### config.mk
export PLATFORM = sky130hd
export DESIGN_NAME = sit_diff
export DESIGN_NICKNAME = d
export VERILOG_FILES = /design/src/design/segment_intersection_test_unit_assert.svh /design/src/design/sit_pkg.sv /design/src/design/sit_diff.sv
export SDC_FILE = /design/constraint.sdc
export NUM_CORES = 1
export LEC_CHECK = 0
export ABC_AREA = 1
export BUFFER_PORTS_ARGS = -buffer_cell sky130_fd_sc_hd__clkbuf_2
export CORE_ASPECT_RATIO = 0.8
export CORE_UTILIZATION = 50
export DETAILED_ROUTE_END_ITERATION = 10
export MAX_ROUTING_LAYER = met4
export PLACE_DENSITY = 0.77
export SYNTH_ARGS = -nofsm -noshare
export SYNTH_HDL_FRONTEND = slang
export SYNTH_SLANG_ARGS = --single-unit
### constraint.sdc
create_clock -name i_clk -period 4.4 [get_ports i_clk]
set_input_delay 0.22 -clock i_clk [delete_from_list [all_inputs] [get_ports i_clk]]
set_output_delay 0.22 -clock i_clk [all_outputs]
set_load 0.01 [all_outputs]
### src/design/segment_intersection_test_unit_assert.svh
// ----------------------------------------------------------------------------
// segment intersection test assertion macros
// concurrent assertion wrappers; empty when synthesizing
// ----------------------------------------------------------------------------
`ifndef SEGMENT_INTERSECTION_TEST_UNIT_ASSERT_SVH
`define SEGMENT_INTERSECTION_TEST_UNIT_ASSERT_SVH

`ifndef SYNTHESIS

// same-cycle implication
`define SIT_ASSERT_IMPLY(label, clk, rst_n, ante, cons) \
    label: assert property (@(posedge clk) disable iff (!rst_n) (ante) |-> (cons)) \
        else $error("assertion failed");

// next-cycle implication
`define SIT_ASSERT_NEXT(label, clk, rst_n, ante, cons) \
    label: assert property (@(posedge clk) disable iff (!rst_n) (ante) |=> (cons)) \
        else $error("assertion failed");

`else

`define SIT_ASSERT_IMPLY(label, clk, rst_n, ante, cons)
`define SIT_ASSERT_NEXT(label, clk, rst_n, ante, cons)

`endif

`endif

### src/design/sit_pkg.sv
// ----------------------------------------------------------------------------
// sit_pkg
// shared types of the segment intersection test pipeline
// ----------------------------------------------------------------------------
`default_nettype none

package sit_pkg;

    // number of register stages from input to result
    localparam int NUM_STAGES = 4;

    // flags from the difference stage
    typedef struct packed {
        logic vert;   // both segments have zero x extent
        logic vcol;   // start x values equal
    } t_seg_flags;

    // flags from the multiply stage
    typedef struct packed {
        logic vert;
        logic vcol;
        logic incl;   // endpoint inclusion rule met
    } t_par_flags;

endpackage

`default_nettype wire

### src/design/sit_diff.sv
// ----------------------------------------------------------------------------
// sit_diff
// stage 1: edge and offset vectors, parallel-case coordinate select
// ----------------------------------------------------------------------------
`default_nettype none

module sit_diff import sit_pkg::*; #(
    parameter int COORD_WIDTH = 16
) (
    input  wire logic                          i_clk,
    input  wire logic                          i_en,
    input  wire logic signed [COORD_WIDTH-1:0] i_psx,
    input  wire logic signed [COORD_WIDTH-1:0] i_psy,
    input  wire logic signed [COORD_WIDTH-1:0] i_pex,
    input  wire logic signed [COORD_WIDTH-1:0] i_pey,
    input  wire logic signed [COORD_WIDTH-1:0] i_qsx,
    input  wire logic signed [COORD_WIDTH-1:0] i_qsy,
    input  wire logic signed [COORD_WIDTH-1:0] i_qex,
    input  wire logic signed [COORD_WIDTH-1:0] i_qey,
    output logic signed [COORD_WIDTH:0]        o_rx,
    output logic signed [COORD_WIDTH:0]        o_ry,
    output logic signed [COORD_WIDTH:0]        o_sx,
    output logic signed [COORD_WIDTH:0]        o_sy,
    output logic signed [COORD_WIDTH:0]        o_wx,
    output logic signed [COORD_WIDTH:0]        o_wy,
    output logic signed [COORD_WIDTH-1:0]      o_a1,
    output logic signed [COORD_WIDTH-1:0]      o_b1,
    output logic signed [COORD_WIDTH-1:0]      o_a2,
    output logic signed [COORD_WIDTH-1:0]      o_b2,
    output t_seg_flags                         o_flags
);

    localparam int W = COORD_WIDTH;

    logic signed [W:0] n_rx, n_ry, n_sx, n_sy, n_wx, n_wy;
    t_seg_flags        n_flags;

    always_comb begin
        n_rx = $signed({i_pex[W-1], i_pex}) - $signed({i_psx[W-1], i_psx});
        n_ry = $signed({i_pey[W-1], i_pey}) - $signed({i_psy[W-1], i_psy});
        n_sx = $signed({i_qex[W-1], i_qex}) - $signed({i_qsx[W-1], i_qsx});
        n_sy = $signed({i_qey[W-1], i_qey}) - $signed({i_qsy[W-1], i_qsy});
        n_wx = $signed({i_qsx[W-1], i_qsx}) - $signed({i_psx[W-1], i_psx});
        n_wy = $signed({i_qsy[W-1], i_qsy}) - $signed({i_psy[W-1], i_psy});
        n_flags.vert = (n_rx == '0) && (n_sx == '0);
        n_flags.vcol = (i_psx == i_qsx);
    end

    always_ff @(posedge i_clk) begin
        if (i_en) begin
            o_rx    <= n_rx;
            o_ry    <= n_ry;
            o_sx    <= n_sx;
            o_sy    <= n_sy;
            o_wx    <= n_wx;
            o_wy    <= n_wy;
            o_flags <= n_flags;
            // vertical pairs compare on y, all others on x
            o_a1    <= n_flags.vert ? i_psy : i_psx;
            o_b1    <= n_flags.vert ? i_pey : i_pex;
            o_a2    <= n_flags.vert ? i_qsy : i_qsx;
            o_b2    <= n_flags.vert ? i_qey : i_qex;
        end
    end

endmodule

`default_nettype wire

-- After elaboration in Yosys (flattened, before gate mapping)
Cells that the tools add are included.
- add/subtract/negate cells: 6
- multiply operators: 0
- divide/modulo/power cells: 0
- $lt $le $gt $ge: 0
- equality and inequality tests: 1
- shift operators: 0
- muxes and demuxes: 4
- bitwise gates (word level): 0
- reductions and logical operators: 3
- operators by type and width (cell ; number):
    $sub A16 B16 Y17 ; 6
    $mux W16 ; 4
    $logic_not A17 Y1 ; 2
    $eq A16 B16 Y1 ; 1
    $logic_and A1 B1 Y1 ; 1
- register bits: 168
- latch bits: 0
- RAM bits: 0
- memory bits (read-only): 0
- bits of input ports: 130
- word-level logic and storage cells: 26
- memories kept: 0

-- Depth between registers and ports, before layout
Gate-level depths: netlist of the first run.
- depth in word-level cells: 4
- depth in mapped cells: 20
- mapped depth without buffers: 19

-- Worst setup path after synthesis of the first run
No wires, ideal clock.
- path type: input-to-reg
- from: input port i_qex[0]
- to: register o_a2[1] (data pin)
- library setup time: 249 ps
- arrival: 2173 ps
- slack: 1978 ps
- cell stages on the path: 19
- buffers on the path: 2
- cells stage by stage: inv_1 ha_1 fa_1 inv_1 nand3_1 nand2_2 nand2_1 nand3_1 nand2_1 nor2_1 nand2_1 nor2_1 nand2_1 nor2_4 buf_12 buf_6 nand3_1 nand2_1 inv_1
- word-level cells in the longest chain between the ends: 4
- ends and longest elaborated chain (what ; RTL line ; source):
    start, declared ; sit_diff.sv:18 ; input wire logic signed [COORD_WIDTH-1:0] i_qex,
    $sub A16 B16 Y17 ; sit_diff.sv:41 ; n_sx = $signed({i_qex[W-1], i_qex}) - $signed({i_qsx[W-1], i_qsx});
    net n_sx[8] ; sit_diff.sv:35 ; logic signed [W:0] n_rx, n_ry, n_sx, n_sy, n_wx, n_wy;
    $logic_not A17 Y1 ; sit_diff.sv:45 ; n_flags.vert = (n_rx == '0) && (n_sx == '0);
    $logic_and A1 B1 Y1 ; sit_diff.sv:45 ;
    $mux W16 ; sit_diff.sv:61 ; o_a2 <= n_flags.vert ? i_qsy : i_qsx;
    end signal, assigned ; sit_diff.sv:61 ;
    end, declared ; sit_diff.sv:28 ; output logic signed [COORD_WIDTH-1:0] o_a2,
The timed path passes the listed nets, and every way through them passes these cells.
A chain may end at the register's enable or synchronous reset.

-- Worst setup path after layout of the first run
- from: input port i_qex[0]
- to: register o_b2[0] (data pin)
- word-level cells in the longest chain between the ends: 4
- ends and longest elaborated chain (what ; RTL line ; source):
    $sub A16 B16 Y17 ; sit_diff.sv:41 ;
    net n_sx[16] ; sit_diff.sv:35 ;
    $logic_not A17 Y1 ; sit_diff.sv:45 ;
    $logic_and A1 B1 Y1 ; sit_diff.sv:45 ;
    $mux W16 ; sit_diff.sv:62 ; o_b2 <= n_flags.vert ? i_qey : i_qex;
    end signal, assigned ; sit_diff.sv:62 ;
    end, declared ; sit_diff.sv:29 ; output logic signed [COORD_WIDTH-1:0] o_b2,
The timed path passes the listed nets, and every way through them passes these cells.

==> results.json, run 1 <==
{
  "ys_seq_area_share_pct": 42.7,
  "routed-via-count": 10800,
  "tightest_slew_ps": 743,
  "fin_ws_ps": 1440,
  "path_clk_slew_ps": 70,
  "finalSetupViolations": 0,
  "ys_seq_elements": 168,
  "netlist_area_mm2": 0.0118,
  "hold_class": "in2reg",
  "final_util_pct": 61.9,
  "cp-start-kind": "input port",
  "fin_tns_setup_ps": 0,
  "coreArea_mm2": 0.0228,
  "gp_congestion": 0.962,
  "cp_data_arrival_time_ps": 3160,
  "numCtsBuffers": 17,
  "async_reset_ff_share_pct": 0,
  "ir_worst_vdd_mv": 0.274,
  "antenna_found_initial": 0,
  "final_area_mm2": 0.0141,
  "dp.cells": 2048,
  "totalPowerFinal_mw": 5.06,
  "run_status": "completed",
  "worst_hold_slack_ps": 150,
  "cp.required_ps": 4600,
  "fill_cells": 2077,
  "grt_usage_pct": 32.2,
  "path_cells": "clkbuf_2 -> inv_1 -> ha_1 -> fa_1 -> inv_1 -> nand3_1 -> nand2_2 -> nand2_1 -> nand2_1 -> nand3_1 -> nand3_1 -> o21ai_1 -> inv_1 -> nand2_1 -> nor2_4 -> buf_4 -> nand3_1 -> nand2_1 -> inv_1",
  "ant_nets": 0,
  "synth.most_common_cell": "nand2_1",
  "clkPwrFrac_pct": 33.0,
  "cpMaxStageDelayCell": "buf_4",
  "crit_path_max_incr_delay_ps": 570,
  "drtIter0Drc": 1165,
  "htreeDepth": 4,
  "layout_worst_path_cycle_share_pct": 67.3,
  "drcViolationCount": 0,
  "root_buffer": "clkbuf_16",
  "via_per_inst": 5.21,
  "drv_cap": 0,
  "p_switching_mw": 1.62,
  "place_ws_ps": 1030,
  "hpwl_mm": 30.7,
  "synthTopCellsByArea": "edfxtp_1 43%, nand2_1 13%, inv_1 11%",
  "ys_warn_count": 0,
  "totalWireLength_mm": 38.1,
  "finalHoldViolations": 0,
  "yosysTopAreaCell": "edfxtp_1",
  "grt_pass1_vias": 10000,
  "routedWlPerCell_um": 18.3,
  "power_density_mw_per_mm2": 359,
  "critPathTopFamily": "simple AND/OR/NAND/NOR gates",
  "cts.sink_count": 168,
  "postCtsSetupRepairBufs": 0,
  "num_io_pins": 298,
  "nNetsFinal": 1993,
  "power_frac_seq_pct": 41.2,
  "cp.buffers_inverters": 6,
  "period_minus_slack_ps": 2960,
  "cts_tree": "yes",
  "fp.dieArea_mm2": 0.0242,
  "syn_nets": 1694,
  "fp-row-count": 49,
  "synthFlopType": "edfxtp_1",
  "swShare_pct": 32.0,
  "critPathKind": "in2reg",
  "numPortBuffers": 297,
  "die_w_um": 174,
  "grt_pass1_wl_mm": 56.3,
  "slew_viol_final": 0,
  "area_delta_synth_final_pct": 19.6,
  "dpl_cell_area_mm2": 0.0135,
  "yosys-top-cells-count": "414 x nand2_1, 345 x inv_1, 168 x edfxtp_1",
  "dr.pass1.iters": 5,
  "synth_area_per_cell_um2": 8.07,
  "synth_edf_count": 168,
  "p_int_mw": 3.44,
  "synthCells": 1462,
  "ctsHoldBuffers": 0,
  "end_kind": "flop",
  "ys_types": 33,
  "grt_start_max_net_pins": 122,
  "yosys.area.top_type_share_pct": 42.7,
  "grt-ovfl-total": 0,
  "worstPathMaxFanout": 64,
  "fin_cells": 2080,
  "die_h_um": 139,
  "cts_resized": 0,
  "p_leak_nw": 7.77,
  "max_slew_margin_pct": 50.5,
  "fmax_mhz": 338,
  "clockBufferDepth": 2,
  "initial_utilization_pct": 51.7,
  "rsz0062_at_grt": "no",
  "p_comb_share_pct": 25.8,
  "drive_gt1_share_pct": 19.7,
  "diodes": 0
}
-- cell usage in the layout (no fill, tap or decap), types with 18 or more instances in the layout --
master      n
nand2_1   414
o21ai_0    30
edfxtp_1  168
ha_1       96
nor2_1     51
xor2_1     38
nor3_1     18
xnor2_1    20
nand3_1   115
inv_1     345
clkbuf_2  296
a21oi_1    77
-- power by group through the flow --
| stage | Sequential, mW | Clock [mW] | Combinational, mW |
|---|---|---|---|
| 2_1_floorplan | 2.21 | 0 | 0.644 |
| 3_3_place_gp | 2.11 | 0 | 1.27 |
| 3_5_place_dp | 2.12 | 0 | 1.28 |
| 4_1_cts | 2.08 | 1.68 | 1.29 |
| 5_1_grt | 2.10 | 1.74 | 1.43 |
| 6_report | 2.08 | 1.67 | 1.31 |
-- registers in the layout, summed over array words and instances, names as in the netlist --
register and flops:
o_b1 16, o_a1 16, o_b2 16, o_a2 16
o_ry 17, o_wy 17, o_flags 2, o_rx 17
o_sy 17, o_wx 17, o_sx 17
-- metal layers --
layer / vias up / global-route usage (%) / wire length (um)
met4: 0 / 9.79 / 1060
met3: 63 / 7.92 / 4240
met1: 4945 / 43.3 / 16300
met5: - / - / 0
met2: 587 / 47.9 / 16500
li1: 5234 / - / -
-- kinds of logic (layout without fill, tap and decap cells) --
| logic type | count (synthesis) | after routing | synth area share, % |
|---|---|---|---|
| AO/OA/AOI/OAI | 126 | 126 | 5.75 |
| adder cells (fa/ha/maj) | 102 | 102 | 11.2 |
| AND/OR/NAND/NOR | 641 | 641 | 23.0 |
| buffers and inverters | 367 | 679 | 13.0 |
| XOR/XNOR | 58 | 58 | 4.30 |
| flip-flops | 168 | 168 | 42.7 |
-- worst paths after layout --
| check | cells past startpoint | slack [ps] | from | to |
|---|---|---|---|---|
| hold / removal | 5 | 150 | i_qex[5] | o_b2[5] |
| setup / recovery | 19 | 1440 | i_qex[0] | o_b2[0] |
-- final cells by class --
class,count,area [um2],share of cell area [%]
clock buffers,17,425,3.01
inverters,346,1300,9.20
flip-flops and latches,168,5040,35.7
well taps,306,383,2.71
multi-input cells,927,5220,37.0
repair buffers,301,1540,10.9
clock inverters,15,211,1.50
Power figures use the tool's default switching activity.
==> run 2, diff against run 1 <==
--- a/config.mk
+++ b/config.mk
@@ -8,10 +8,10 @@
 export ABC_AREA = 1
 export BUFFER_PORTS_ARGS = -buffer_cell sky130_fd_sc_hd__clkbuf_2
 export CORE_ASPECT_RATIO = 0.8
-export CORE_UTILIZATION = 50
+export CORE_UTILIZATION = 49
 export DETAILED_ROUTE_END_ITERATION = 10
 export MAX_ROUTING_LAYER = met4
-export PLACE_DENSITY = 0.77
+export PLACE_DENSITY = 0.78
 export SYNTH_ARGS = -nofsm -noshare
 export SYNTH_HDL_FRONTEND = slang
 export SYNTH_SLANG_ARGS = --single-unit
==> constraint.sdc (replaced) <==
create_clock -name i_clk -period 2.54 [get_ports i_clk]
set_input_delay 0.127 -clock i_clk [delete_from_list [all_inputs] [get_ports i_clk]]
set_output_delay 0.127 -clock i_clk [all_outputs]
set_load 0.01 [all_outputs]
==> run 2 against run 1 <==
Compared with the run above:
- global-route usage is 0.35 points higher
- critical path depth up 2
- final cell count grew 7.8%
- die area increased by 2.0%
- utilization grew 3.7 points
- clock power rose by 62%
- sequential share of layout area decreased by 3.0 points
- sequential power rose by 75%
- total power rose by 76%
- count of clock-buffer cells in the layout unchanged
- final area grew 9.3%
- largest cell class unchanged
==> results.json, run 2 (synthesis gave the netlist of run 1 again) <==
{
  "grt_start_max_net_pins": 63,
  "nNetsFinal": 2147,
  "totalPowerFinal_mw": 8.93,
  "grt_usage_pct": 32.6,
  "cp_data_arrival_time_ps": 2740,
  "htreeDepth": 4,
  "drive_gt1_share_pct": 26.4,
  "period_minus_slack_ps": 2420,
  "numCtsBuffers": 17,
  "numPortBuffers": 297,
  "grt_pass1_wl_mm": 58.0,
  "fmax_mhz": 414,
  "area_delta_synth_final_pct": 30.7,
  "finalHoldViolations": 0,
  "cp.required_ps": 2860,
  "tightest_slew_ps": 627,
  "dp.cells": 2203,
  "drcViolationCount": 0,
  "slew_viol_final": 0,
  "num_io_pins": 298,
  "clockBufferDepth": 2,
  "hold_class": "in2reg",
  "fin_cells": 2242,
  "via_per_inst": 5.07,
  "cts_tree": "yes",
  "ant_nets": 0,
  "drtIter0Drc": 1118,
  "max_slew_margin_pct": 58.2,
  "fill_cells": 2066,
  "final_util_pct": 65.6,
  "layout_worst_path_cycle_share_pct": 95.2,
  "critPathKind": "in2reg",
  "routedWlPerCell_um": 17.6,
  "cp-start-kind": "input port",
  "coreArea_mm2": 0.0235,
  "drv_cap": 0,
  "fp.dieArea_mm2": 0.0247,
  "hpwl_mm": 32.1,
  "path_clk_slew_ps": 80,
  "antenna_found_initial": 1,
  "p_leak_nw": 8.54,
  "end_kind": "flop",
  "gp_congestion": 0.990,
  "routed-via-count": 11400,
  "cts.sink_count": 168,
  "layout_common_cells": "413 x nand2_1, 345 x inv_1, 296 x clkbuf_2, 168 x edfxtp_1, 146 x buf_4",
  "root_buffer": "clkbuf_16",
  "run_status": "completed",
  "die_h_um": 141,
  "totalWireLength_mm": 39.5,
  "die_w_um": 176,
  "finalSetupViolations": 0,
  "grt-ovfl-total": 0,
  "dr.pass1.iters": 6,
  "grt_pass1_vias": 10600,
  "power_density_mw_per_mm2": 579,
  "worstPathMaxFanout": 33,
  "ir_worst_vdd_mv": 0.493,
  "final_common_cell": "nand2_1",
  "fp-row-count": 50,
  "initial_utilization_pct": 50.2
}
## run 2: repair_timing
item / CTS / global route
hold buffers: 0 / 0
buffers inserted: 0 / 3
gates resized for setup: 0 / 6
setup endpoints to repair: 0 / 64
## run 2: final timing paths
path | from | endpoint | slack, ps | cells past startpoint
worst max-delay path | i_pex[0] | o_a1[1] | 120 | 21
worst min-delay path | i_pey[15] | o_b1[15] | 70 | 5
## run 2: where the power goes
| part | switching [mW] | internal [mW] |
|---|---|---|
| clock | 1.30 | 1.41 |
| sequential | 0.134 | 3.49 |
| combinational | 1.52 | 1.07 |
## run 2: through the flow
step | hold WS (ps) | area, um2 | setup TNS [ps] | setup WS [ps]
6_report | 65.3 | 15400 | 0 | 122
5_1_grt | 71.0 | 15400 | -710 | -39.7
4_1_cts | 53.9 | 15300 | 0 | 145
3_5_place_dp | 512 | 14700 | -16770 | -294
3_3_place_gp | 505 | 14700 | -12490 | -221
2_1_floorplan | 239 | 11800 | 0 | 211
## run 2: final cells by class
cell class / count / area [um2] / share of cell area [%]
Inverter: 346 / 1300 / 8.42
Clock buffer: 17 / 425 / 2.76
Multi-Input combinational cell: 927 / 5240 / 34.0
Sequential cell: 168 / 5040 / 32.7
Timing Repair Buffer: 455 / 2850 / 18.4
Tap cell: 312 / 390 / 2.53
Antenna cell: 2 / 5.00 / 0.0324
Clock inverter: 15 / 179 / 1.16
## run 2: per-layer routing
layer / part of all wire [%] / track usage, % / vias to the layer above
met5: 0 / - / -
met4: 2.7 / 10.5 / 0
met3: 8.7 / 6.12 / 60
met2: 44 / 49.7 / 541
met1: 44 / 43.8 / 5206
li1: - / - / 5562
## run 2: worst max-delay path: stages
cell and delay [ps]:
clkbuf_2 100, inv_1 70, ha_1 220, fa_2 370, inv_1 100, nand3_1 120, nand2_2 120, nand2_1 70
nand2_1 60, nand2_1 40, nand2_1 90, nand4_1 130, nor2_1 160, nand2_1 110, nor2_4 150, buf_12 150
nand2_4 80, buf_12 170, nand2_1 140, nand2_1 70, inv_1 60
