**config.mk**
```make
export PLATFORM = sky130hd
export DESIGN_NAME = sit_decide
export DESIGN_NICKNAME = d
export VERILOG_FILES = /design/src/design/segment_intersection_test_unit_assert.svh /design/src/design/sit_pkg.sv /design/src/design/sit_decide.sv
export SDC_FILE = /design/constraint.sdc
export NUM_CORES = 1
export LEC_CHECK = 0
export ABC_AREA = 1
export BUFFER_PORTS_ARGS = -buffer_cell sky130_fd_sc_hd__buf_2
export CORE_UTILIZATION = 25
export CTS_CLUSTER_DIAMETER = 80
export CTS_CLUSTER_SIZE = 24
export DETAILED_ROUTE_END_ITERATION = 6
export HOLD_SLACK_MARGIN = 0.06
export RECOVER_POWER = 50
export SYNTH_ARGS = -nofsm -noshare
export SYNTH_HDL_FRONTEND = slang
export SYNTH_SLANG_ARGS = --single-unit
```
**constraint.sdc**
```tcl
create_clock -name i_clk -period 2.7 [get_ports i_clk]
set_input_delay 0.54 -clock i_clk [delete_from_list [all_inputs] [get_ports i_clk]]
set_output_delay 0.54 -clock i_clk [all_outputs]
set_load 0.005 [all_outputs]
```
**src/design/segment_intersection_test_unit_assert.svh**
```systemverilog
// ----------------------------------------------------------------------------
// segment intersection test assertion macros
// concurrent assertion wrappers; empty when synthesizing
// ----------------------------------------------------------------------------
`ifndef SEGMENT_INTERSECTION_TEST_UNIT_ASSERT_SVH
`define SEGMENT_INTERSECTION_TEST_UNIT_ASSERT_SVH

`ifndef SYNTHESIS

// same-cycle implication
`define SIT_ASSERT_IMPLY(label, clk, rst_n, ante, cons) \
    label: assert property (@(posedge clk) disable iff (!rst_n) (ante) |-> (cons)) \
        else $error("assertion failed");

// next-cycle implication
`define SIT_ASSERT_NEXT(label, clk, rst_n, ante, cons) \
    label: assert property (@(posedge clk) disable iff (!rst_n) (ante) |=> (cons)) \
        else $error("assertion failed");

`else

`define SIT_ASSERT_IMPLY(label, clk, rst_n, ante, cons)
`define SIT_ASSERT_NEXT(label, clk, rst_n, ante, cons)

`endif

`endif

```
**src/design/sit_pkg.sv**
```systemverilog
// ----------------------------------------------------------------------------
// sit_pkg
// shared types of the segment intersection test pipeline
// ----------------------------------------------------------------------------
`default_nettype none

package sit_pkg;

    // number of register stages from input to result
    localparam int NUM_STAGES = 4;

    // flags from the difference stage
    typedef struct packed {
        logic vert;   // both segments have zero x extent
        logic vcol;   // start x values equal
    } t_seg_flags;

    // flags from the multiply stage
    typedef struct packed {
        logic vert;
        logic vcol;
        logic incl;   // endpoint inclusion rule met
    } t_par_flags;

endpackage

`default_nettype wire

```
**src/design/sit_decide.sv**
```systemverilog
// ----------------------------------------------------------------------------
// sit_decide
// stage 3: cross products; stage 4: strict position test and parallel rule
// ----------------------------------------------------------------------------
`default_nettype none

module sit_decide import sit_pkg::*; #(
    parameter int COORD_WIDTH = 16
) (
    input  wire logic                        i_clk,
    input  wire logic                        i_en3,
    input  wire logic                        i_en4,
    input  wire logic signed [2*COORD_WIDTH+1:0] i_rx_sy,
    input  wire logic signed [2*COORD_WIDTH+1:0] i_ry_sx,
    input  wire logic signed [2*COORD_WIDTH+1:0] i_wx_sy,
    input  wire logic signed [2*COORD_WIDTH+1:0] i_wy_sx,
    input  wire logic signed [2*COORD_WIDTH+1:0] i_wx_ry,
    input  wire logic signed [2*COORD_WIDTH+1:0] i_wy_rx,
    input  wire t_par_flags                  i_flags,
    output logic                             o_crossing
);

    localparam int PW = 2 * COORD_WIDTH + 2;
    localparam int CW = PW + 1;

    logic signed [CW-1:0] r_den, r_nt, r_nu;
    t_par_flags           r_flags;
    logic                 r_hit;
    logic                 n_hit;
    logic                 den_zero, den_neg;
    logic                 t_ok, u_ok, collinear;

    always_ff @(posedge i_clk) begin
        if (i_en3) begin
            r_den   <= $signed({i_rx_sy[PW-1], i_rx_sy}) - $signed({i_ry_sx[PW-1], i_ry_sx});
            r_nt    <= $signed({i_wx_sy[PW-1], i_wx_sy}) - $signed({i_wy_sx[PW-1], i_wy_sx});
            r_nu    <= $signed({i_wx_ry[PW-1], i_wx_ry}) - $signed({i_wy_rx[PW-1], i_wy_rx});
            r_flags <= i_flags;
        end
    end

    always_comb begin
        den_zero = ~|r_den;
        den_neg  = r_den[CW-1];
        // 0 < n/den < 1 without dividing, on either sign of den
        if (den_neg) begin
            t_ok = r_nt[CW-1] && (r_nt > r_den);
            u_ok = r_nu[CW-1] && (r_nu > r_den);
        end else begin
            t_ok = !r_nt[CW-1] && (|r_nt) && (r_nt < r_den);
            u_ok = !r_nu[CW-1] && (|r_nu) && (r_nu < r_den);
        end
        // both w-cross terms zero means the segments share a line
        collinear = r_flags.vert ? r_flags.vcol : ((~|r_nt) && (~|r_nu));
        n_hit     = den_zero ? (collinear && r_flags.incl) : (t_ok && u_ok);
    end

    always_ff @(posedge i_clk) begin
        if (i_en4) begin
            r_hit <= n_hit;
        end
    end

    assign o_crossing = r_hit;

endmodule

`default_nettype wire

```
Yosys cells after proc, flatten, opt, wreduce, memory -nomap -nowiden
Cells that the tools add are included.
{ "word_totals": {"ff_bits": 109, "inputBits": 210, "output_inout_bits": 1, "elab_cells": 34} }
{ "op_classes": {"addsub": 3, "order_cmp": 4, "mux": 4, "reduce_logical": 16} }
{ "op_table": {"columns": ["op", "count"], "rows": [
  ["$reduce_or A35 Y1", 3],
  ["$sub A34 B34 Y35", 3],
  ["$gt A35 B35 Y1", 2],
  ["$lt A35 B35 Y1", 2],
  ["$logic_and A1 B1 Y1", 9],
  ["$logic_not A1 Y1", 4],
  ["$mux W1", 4]
]} }

Logic depth before layout (Yosys ltp)
Gate-level depths: netlist of run 1.
{ "depth": {"word_depth": 6, "ltp_mapped": 17, "mapped_depth_nobuf": 17} }

Least setup slack after synthesis of run 1
OpenSTA, ideal clock, no wires.
{ "synth_timing": {"kind": "input to register", "start": "input port i_wx_sy[0]", "end": "register r_nt[30] (data pin)", "setup_time_ns": 0.252, "t_arrival_ns": 2.097, "required_time_ns": 2.448, "setup_slack_ns": 0.350, "path_stages": 11, "n_path_buf": 0, "path_cell_list": "inv_1 -> ha_1 -> fa_1 -> o21ai_2 -> a21oi_2 -> o21ai_2 -> nand2_1 -> nand2_1 -> nand4_1 -> nand3_1 -> nand2_1"} }
{ "synth_via": {"elab_chain_cells": 1} }
{ "synth_lines": {"columns": ["element", "line", "text"], "rows": [
  ["from (decl)", "sit_decide.sv:15", "input wire logic signed [2*COORD_WIDTH+1:0] i_wx_sy,"],
  ["$sub A34 B34 Y35", "sit_decide.sv:36", "r_nt <= $signed({i_wx_sy[PW-1], i_wx_sy}) - $signed({i_wy_sx[PW-1], i_wy_sx});"],
  ["to (signal assigned)", "sit_decide.sv:36", null],
  ["to (decl)", "sit_decide.sv:26", "logic signed [CW-1:0] r_den, r_nt, r_nu;"]
]} }
Every way passes these cells.
A chain may end at the register's enable or synchronous reset.

Worst setup path in the final report of run 1
{ "layout_timing": {"start": "register r_den[34]", "end": "register r_hit (netlist: o_crossing) (data pin)"} }
{ "layout_via": {"elab_chain_cells": 5, "word_cells_on_any_way": 13, "cone_classes": "4 x order compare; 3 x mux; 6 x reduce/logical"} }
{ "layout_lines": {"columns": ["element", "line", "text"], "rows": [
  ["from (decl)", "sit_decide.sv:26", null],
  ["from (signal assigned)", "sit_decide.sv:35", "r_den <= $signed({i_rx_sy[PW-1], i_rx_sy}) - $signed({i_ry_sx[PW-1], i_ry_sx});"],
  ["$lt A35 B35 Y1 (tied with other cells)", "sit_decide.sv:50", "t_ok = !r_nt[CW-1] && (|r_nt) && (r_nt < r_den);"],
  ["$logic_and A1 B1 Y1, on equally long branches", null, null],
  ["$mux W1", "sit_decide.sv:46", "if (den_neg) begin"],
  ["$logic_and A1 B1 Y1", "sit_decide.sv:55", "n_hit = den_zero ? (collinear && r_flags.incl) : (t_ok && u_ok);"],
  ["$mux W1 (*)", "sit_decide.sv:55", null],
  ["via n_hit", "sit_decide.sv:29", "logic n_hit;"],
  ["to (signal assigned)", "sit_decide.sv:60", "r_hit <= n_hit;"],
  ["to (decl)", "sit_decide.sv:28", "logic r_hit;"]
]} }
The timed path passes the listed nets; every way through them passes the cells marked *.

==> flow_summary.toml, run 1 <==
[synth]
ys_types = 33
synth_compound_gate_area_share = 0.157
synth.area.mux_share = 0
synth.largest_area_cell = "edfxtp_1"
netlist_instances = 1665
netlist_area_mm2 = 0.0121
syn_avg_cell_area_um2 = 7.25
ys_seq_area_frac = 0.271
synth_xor_area_frac = 0.0660
ys_ff_latch = 109
synth_nets = 2050
synth_fa_ha_area_frac = 0.183
synthSimpleGateAreaFrac = 0.222
synth_area_leaders = "edfxtp_1 27%, ha_1 18%, inv_1 10%"
synthDominantCellAreaShare = 0.271
yosys_warnings = 0
synth_top_family_by_area = "simple AND/OR/NAND/NOR gates"

[critical_path]
cp.required_ps = 2780
r2r-end = "o_crossing$_DFFE_PP_"
r2r_slack_ps = 320
cp-endpoint = "o_crossing$_DFFE_PP_"
worst_setup_path_start_kind = "register"
worst-path-max-fanout = 6
path_class = "reg -> reg"
crit_arrival_ps = 2470
r2r-start = "r_den[34]$_DFFE_PP_"
end_kind = "register"
critPathLaunch = "r_den[34]$_DFFE_PP_"
reg2reg_depth = 13

[sta]
setup_tns_ps = 0
finalCritPeriodShare = 0.883
drv_slew = 108
maxSlewHeadroom = -0.0115
fin_crit_ps = 2380
hold_viol_final = 0
whs_ps = 351
tightest_slew_ps = 1520
rsz0062_at_grt = "no"
skew_ps = 5.99
setup_violations = 0
fmax_ghz = 0.419
layout_setup_ws_ps = 316

[route]
drtIter0Drc = 687
routed_wl_um = 38100
vias = 11600
vias_per_cell = 4.61
ant_nets = 0
firstDrtPassIters = 5
drc = 0
avgRoutedWirePerCell_um = 15.1

[cts]
cts_root_buffer = "clkbuf_16"
numCtsBuffers = 9
clk_pin_slew_worst_paths_ps = 80
cts_tree = "built"
clock_path_buffers = 2
post-cts-setup-buffers = 0
post_cts_resized = 0
clock_sinks = 109
clkLatencyLatePin_ps = 370
cts-htree-levels = 3
postCtsHoldBufs = 0

[global_route]
track_usage = 0.154
antenna_found_initial = 0
overflow = 0
grt_pass1_vias = 11300
grt_pass1_wl_um = 59600
grt_max_degree = 109

[power_and_ir_drop]
internal_power_mw = 3.95
power_density_mw_per_mm2 = 460
power_frac_comb = 0.433
p_seq_frac = 0.374
netSwitchingPower_mw = 2.63
p_clk_frac = 0.193
vdd_drop_max_mv = 0.267
switching_share = 0.400
p_leak_nw = 7.00

[final_layout]
final_nets = 2288
fin_cells = 2523
drive_above_1_share = 0.148
diodes = 0
area_growth_pct = 18.4

[run_status]
failed_checks = "max-slew violations"
status = "complete, but fails checks"

[place]
numPortBuffers = 210
dpl_worst_slack_ps = 7.65
placed_cells = 2507
place_congestion = 0.901
hpwl_um = 33500

[floorplanning]
rows = 80
boundaryPins = 211
core_mm2 = 0.0477
initial_core_util = 0.253
die_x_um = 222
die-area_mm2 = 0.0492
chipHeight_um = 222

[job]
cap_violations = 0

[hold_path]
min_path_type = "in -> reg"
==> cells in the final DEF, fill, tap and decap left out, types with 19 or more instances in the layout <==
cell type,n
a21oi_1,116
a21oi_2,19
a31oi_1,27
buf_2,207
edfxtp_1,109
ha_1,172
inv_1,324
nand2_1,321
nand3_1,56
nand4_1,23
nor2_1,208
o21ai_0,67
xnor2_1,21
xor2_1,70
==> synth_stat cells (all sizes together) <==
cell and instances:
a21o 14, o221ai 6, o2111ai 3, nor3b 1, nor2 210, nor3 18
xor2 70, nand2 323, inv 326, o21ai 93, nor4 10, and3 1
nand4 24, o211ai 2, fa 3, edfxtp 109, o21a 9, nand3b 6
o21bai 18, ha 172, nand3 58, a21oi 135, xnor2 21, a211oi 6
a31oi 27
==> metal layers <==
metal,GRT usage,wire (um),vias up
li1,-,-,5992
met1,0.205,17800,5310
met2,0.265,18000,282
met3,0.0191,1700,36
met4,0.0309,530,0
met5,0,0,-
==> cell families after synthesis <==
family / count (synthesis)
compound gates: 313
simple gates: 651
xor+xnor: 91
fa+ha+maj: 175
buf+inv: 326
flops: 109
==> sequential cells by signal, summed over array words and instances (netlist names) <==
signal / count
o_crossing: 1
r_den: 35
r_flags: 3
r_nt: 35
r_nu: 35
==> worst max-delay path, cell delays in order, from the launching register on <==
cell and delay [ps]:
edfxtp_1 460, inv_1 90, ha_1 390, nand3_1 120
nor4_1 310, nand2_1 130, inv_1 70, nand2_1 80
nand2_1 90, nand2_1 50, nand3_1 70, nand2_1 50
nand3_1 70, nand2_1 120
==> area by class of cell <==
| cell class | count | area (um2) |
|---|---|---|
| fillers | 5195 | 33400 |
| multi-input cells | 1230 | 7580 |
| flip-flops and latches | 109 | 3270 |
| inverters | 326 | 1220 |
| repair buffers | 227 | 1180 |
| well taps | 615 | 769 |
| clock buffers | 9 | 225 |
| clock inverters | 7 | 53.8 |
==> power groups by stage <==
stage	clock, mW	sequential (mW)	combinational, mW
floorplan	0	2.38	1.92
global placement	0	2.49	2.81
detailed placement	0	2.49	2.86
CTS	1.31	2.46	2.87
global route	1.38	2.49	3.24
finish	1.27	2.46	2.85
==> worst min-delay path by stage <==
stage / start / endpoint / slack [ps] / depth (start not counted)
2_1_floorplan: r_flags[0]$_DFFE_PP_ / o_crossing$_DFFE_PP_ / 520 / 2
3_3_place_gp: r_flags[0]$_DFFE_PP_ / o_crossing$_DFFE_PP_ / 690 / 2
3_5_place_dp: r_flags[0]$_DFFE_PP_ / o_crossing$_DFFE_PP_ / 700 / 2
4_1_cts: i_flags[1] / r_flags[1]$_DFFE_PP_ / 350 / 1
5_1_grt: i_flags[1] / r_flags[1]$_DFFE_PP_ / 340 / 1
6_report: i_flags[1] / r_flags[1]$_DFFE_PP_ / 350 / 1
==> stage by stage <==
step | instance area, um2 | total power [mW] | utilization
CTS | 14300 | 6.64 | 0.300
global placement | 14000 | 5.30 | 0.294
detailed placement | 14000 | 5.35 | 0.294
finish | 14300 | 6.59 | 0.300
floorplan | 12100 | 4.30 | -
global route | 14300 | 7.10 | 0.300
Note: power is estimated with default switching activity, not from simulation.
==> run 2, diff against run 1 <==
--- a/config.mk
+++ b/config.mk
@@ -7,11 +7,14 @@
 export LEC_CHECK = 0
 export ABC_AREA = 1
 export BUFFER_PORTS_ARGS = -buffer_cell sky130_fd_sc_hd__buf_2
+export CELL_PAD_IN_SITES_DETAIL_PLACEMENT = 0
+export CELL_PAD_IN_SITES_GLOBAL_PLACEMENT = 1
 export CORE_UTILIZATION = 25
 export CTS_CLUSTER_DIAMETER = 80
 export CTS_CLUSTER_SIZE = 24
 export DETAILED_ROUTE_END_ITERATION = 6
 export HOLD_SLACK_MARGIN = 0.06
+export PLACE_DENSITY_LB_ADDON = 0.1
 export RECOVER_POWER = 50
 export SYNTH_ARGS = -nofsm -noshare
 export SYNTH_HDL_FRONTEND = slang
==> constraint.sdc (replaced) <==
create_clock -name i_clk -period 2.35 [get_ports i_clk]
set_input_delay 0.47 -clock i_clk [delete_from_list [all_inputs] [get_ports i_clk]]
set_output_delay 0.47 -clock i_clk [all_outputs]
set_load 0.005 [all_outputs]
==> run 2 against run 1 <==
- the flow now finishes without violations
- highest routed layer unchanged
- total power grew 27%
- clock skew grew 7.2 ps
- sequential cell count is the same
- critical path depth shrank 4
- worst setup slack lost 240 ps
- via count grew 6.5%
- hold slack lost 63 ps
- wire length grew 9.5%
- clock power grew 21%
- count of clock-buffer cells in the layout is the same
- combinational power grew 41%
- global-route usage grew 1.6 points
==> flow_summary.toml, run 2 (same netlist as run 1, synthesis figures left out) <==
[hold_path]
hold_start = "i_flags[1]"
min_path_type = "in -> reg"
min_path_cells = 1
hold_end = "r_flags[1]$_DFFE_PP_"

[place]
place_congestion = 0.856
hpwl_um = 36700
numPortBuffers = 210

[critical_path]
reg2reg_depth = 12
worst-path-max-fanout = 5
path_common_cell = "o21ai_0"
cp_slowest_stage_delay_ps = 400
r2r-end = "o_crossing$_DFFE_PP_"
end_kind = "register"
worst_setup_path_start_kind = "primary input"
r2r_slack_ps = 140
r2r-start = "r_nt[18]$_DFFE_PP_"
cp_cell_sequence = "buf_2 > ha_1 > inv_1 > o21bai_1 > a31oi_1 > o21ai_0 > o21ai_0 > nand3_1 > xor2_1"
path_class = "in -> reg"
crit_arrival_ps = 2400
cpMaxStageDelayCell = "o21ai_0"
cp.required_ps = 2470

[global_route]
grt_pass1_vias = 12400
grt_pass1_wl_um = 65900
track_usage = 0.170
grt_max_degree = 66
antenna_found_initial = 0
overflow = 0

[final_layout]
mostFrequentLayoutCells = "320 x nand2_1, 319 x inv_1, 298 x buf_4"
area_growth_pct = 36.5
final_common_cell = "nand2_1"
drive_above_1_share = 0.268
diodes = 0
largestRegisters = "r_den (35), r_nt (35), r_nu (35)"
fillCellCount = 5121
final_nets = 2571

[floorplanning]
chipHeight_um = 222
core_mm2 = 0.0477
initial_core_util = 0.253
rows = 80
die_x_um = 222
boundaryPins = 211
die-area_mm2 = 0.0492

[cts]
cts_tree = "built"
numCtsBuffers = 9
cts-htree-levels = 3
clock_sinks = 109
cts_root_buffer = "clkbuf_16"
clock_path_buffers = 2
clk_pin_slew_worst_paths_ps = 90
clkLatencyLatePin_ps = 360
postCtsHoldBufs = 0

[route]
vias = 12400
ant_nets = 0
avgRoutedWirePerCell_um = 14.9
drc = 0
vias_per_cell = 4.41
routed_wl_um = 41700
drtIter0Drc = 589
firstDrtPassIters = 5

[sta]
tightest_slew_ps = 1010
fin_crit_ps = 2280
drv_slew = 0
finalCritPeriodShare = 0.969
whs_ps = 288
fmax_ghz = 0.439
skew_ps = 13.2
hold_viol_final = 0
setup_tns_ps = 0
setup_violations = 0
maxSlewHeadroom = 0.330

[run_status]
status = "finished clean"

[power_and_ir_drop]
power_density_mw_per_mm2 = 508
vdd_drop_max_mv = 0.317
p_leak_nw = 8.35

[job]
cap_violations = 0
==> run 2: cell types whose count changed in the layout (fill, tap and decap cells not counted), sizes merged <==
cell	previous run	this run
buf	223	507
clkbuf	13	12
clkinv	7	1
clkinvlp	0	3
inv	326	328
==> run 2: cell type report <==
cell class / count / area [um2] / area share
clock buffer: 9 / 225 / 0.0137
timing repair buffer: 510 / 3300 / 0.200
tap: 615 / 769 / 0.0467
clock inverter: 6 / 58.8 / 0.00357
inverter: 326 / 1220 / 0.0742
multi-input combinational: 1230 / 7640 / 0.463
sequential: 109 / 3270 / 0.198
==> run 2: worst max-delay path, delay by kind of cell <==
family | cells | cell delay, ps
XOR/XNOR | 1 | 170
buffers and inverters | 2 | 210
AND/OR/NAND/NOR | 1 | 190
AO/OA/AOI/OAI | 4 | 1000
adder cells (fa/ha/maj) | 1 | 360
==> run 2: timing repair <==
item                       CTS  global route
resized for setup            0            17
setup buffers                1             3
pin swaps                    0             1
setup endpoints to repair    1             1
==> run 2: worst max-delay path by stage <==
stage	depth (start not counted)	end	from	slack (ps)
finish	9	r_den[33]$_DFFE_PP_	i_rx_sy[16]	70
global route	15	o_crossing$_DFFE_PP_	r_den[33]$_DFFE_PP_	-10
CTS	15	o_crossing$_DFFE_PP_	r_den[24]$_DFFE_PP_	10
detailed placement	9	r_den[20]$_DFFE_PP_	i_rx_sy[3]	-240
global placement	9	r_den[32]$_DFFE_PP_	i_rx_sy[3]	-250
floorplan	11	r_nt[30]$_DFFE_PP_	i_wx_sy[0]	70
==> run 2: where the power goes <==
part | switching (mW) | internal (mW) | leakage, nW
clock | 0.806 | 0.737 | 0.129
sequential | 0.239 | 2.59 | 1.07
combinational | 2.21 | 1.80 | 7.16
==> run 2: routing by layer <==
metal / share of wire / routed length [um] / GRT usage
met1: 0.49 / 20600 / 0.234
met2: 0.47 / 19500 / 0.289
met3: 0.027 / 1130 / 0.0150
met4: 0.012 / 514 / 0.0325
met5: 0 / 0 / 0
==> run 2: metrics by stage <==
stage	area, um2	power [mW]	setup WS [ps]	util	std cells
finish	16500	8.38	71.8	0.345	2805
global route	16500	9.05	-12.2	0.345	2805
CTS	16400	8.44	10.4	0.344	2802
detailed placement	16100	6.86	-242	0.338	2786
global placement	16100	6.84	-250	0.338	2786
floorplan	12100	4.94	70.3	-	1665
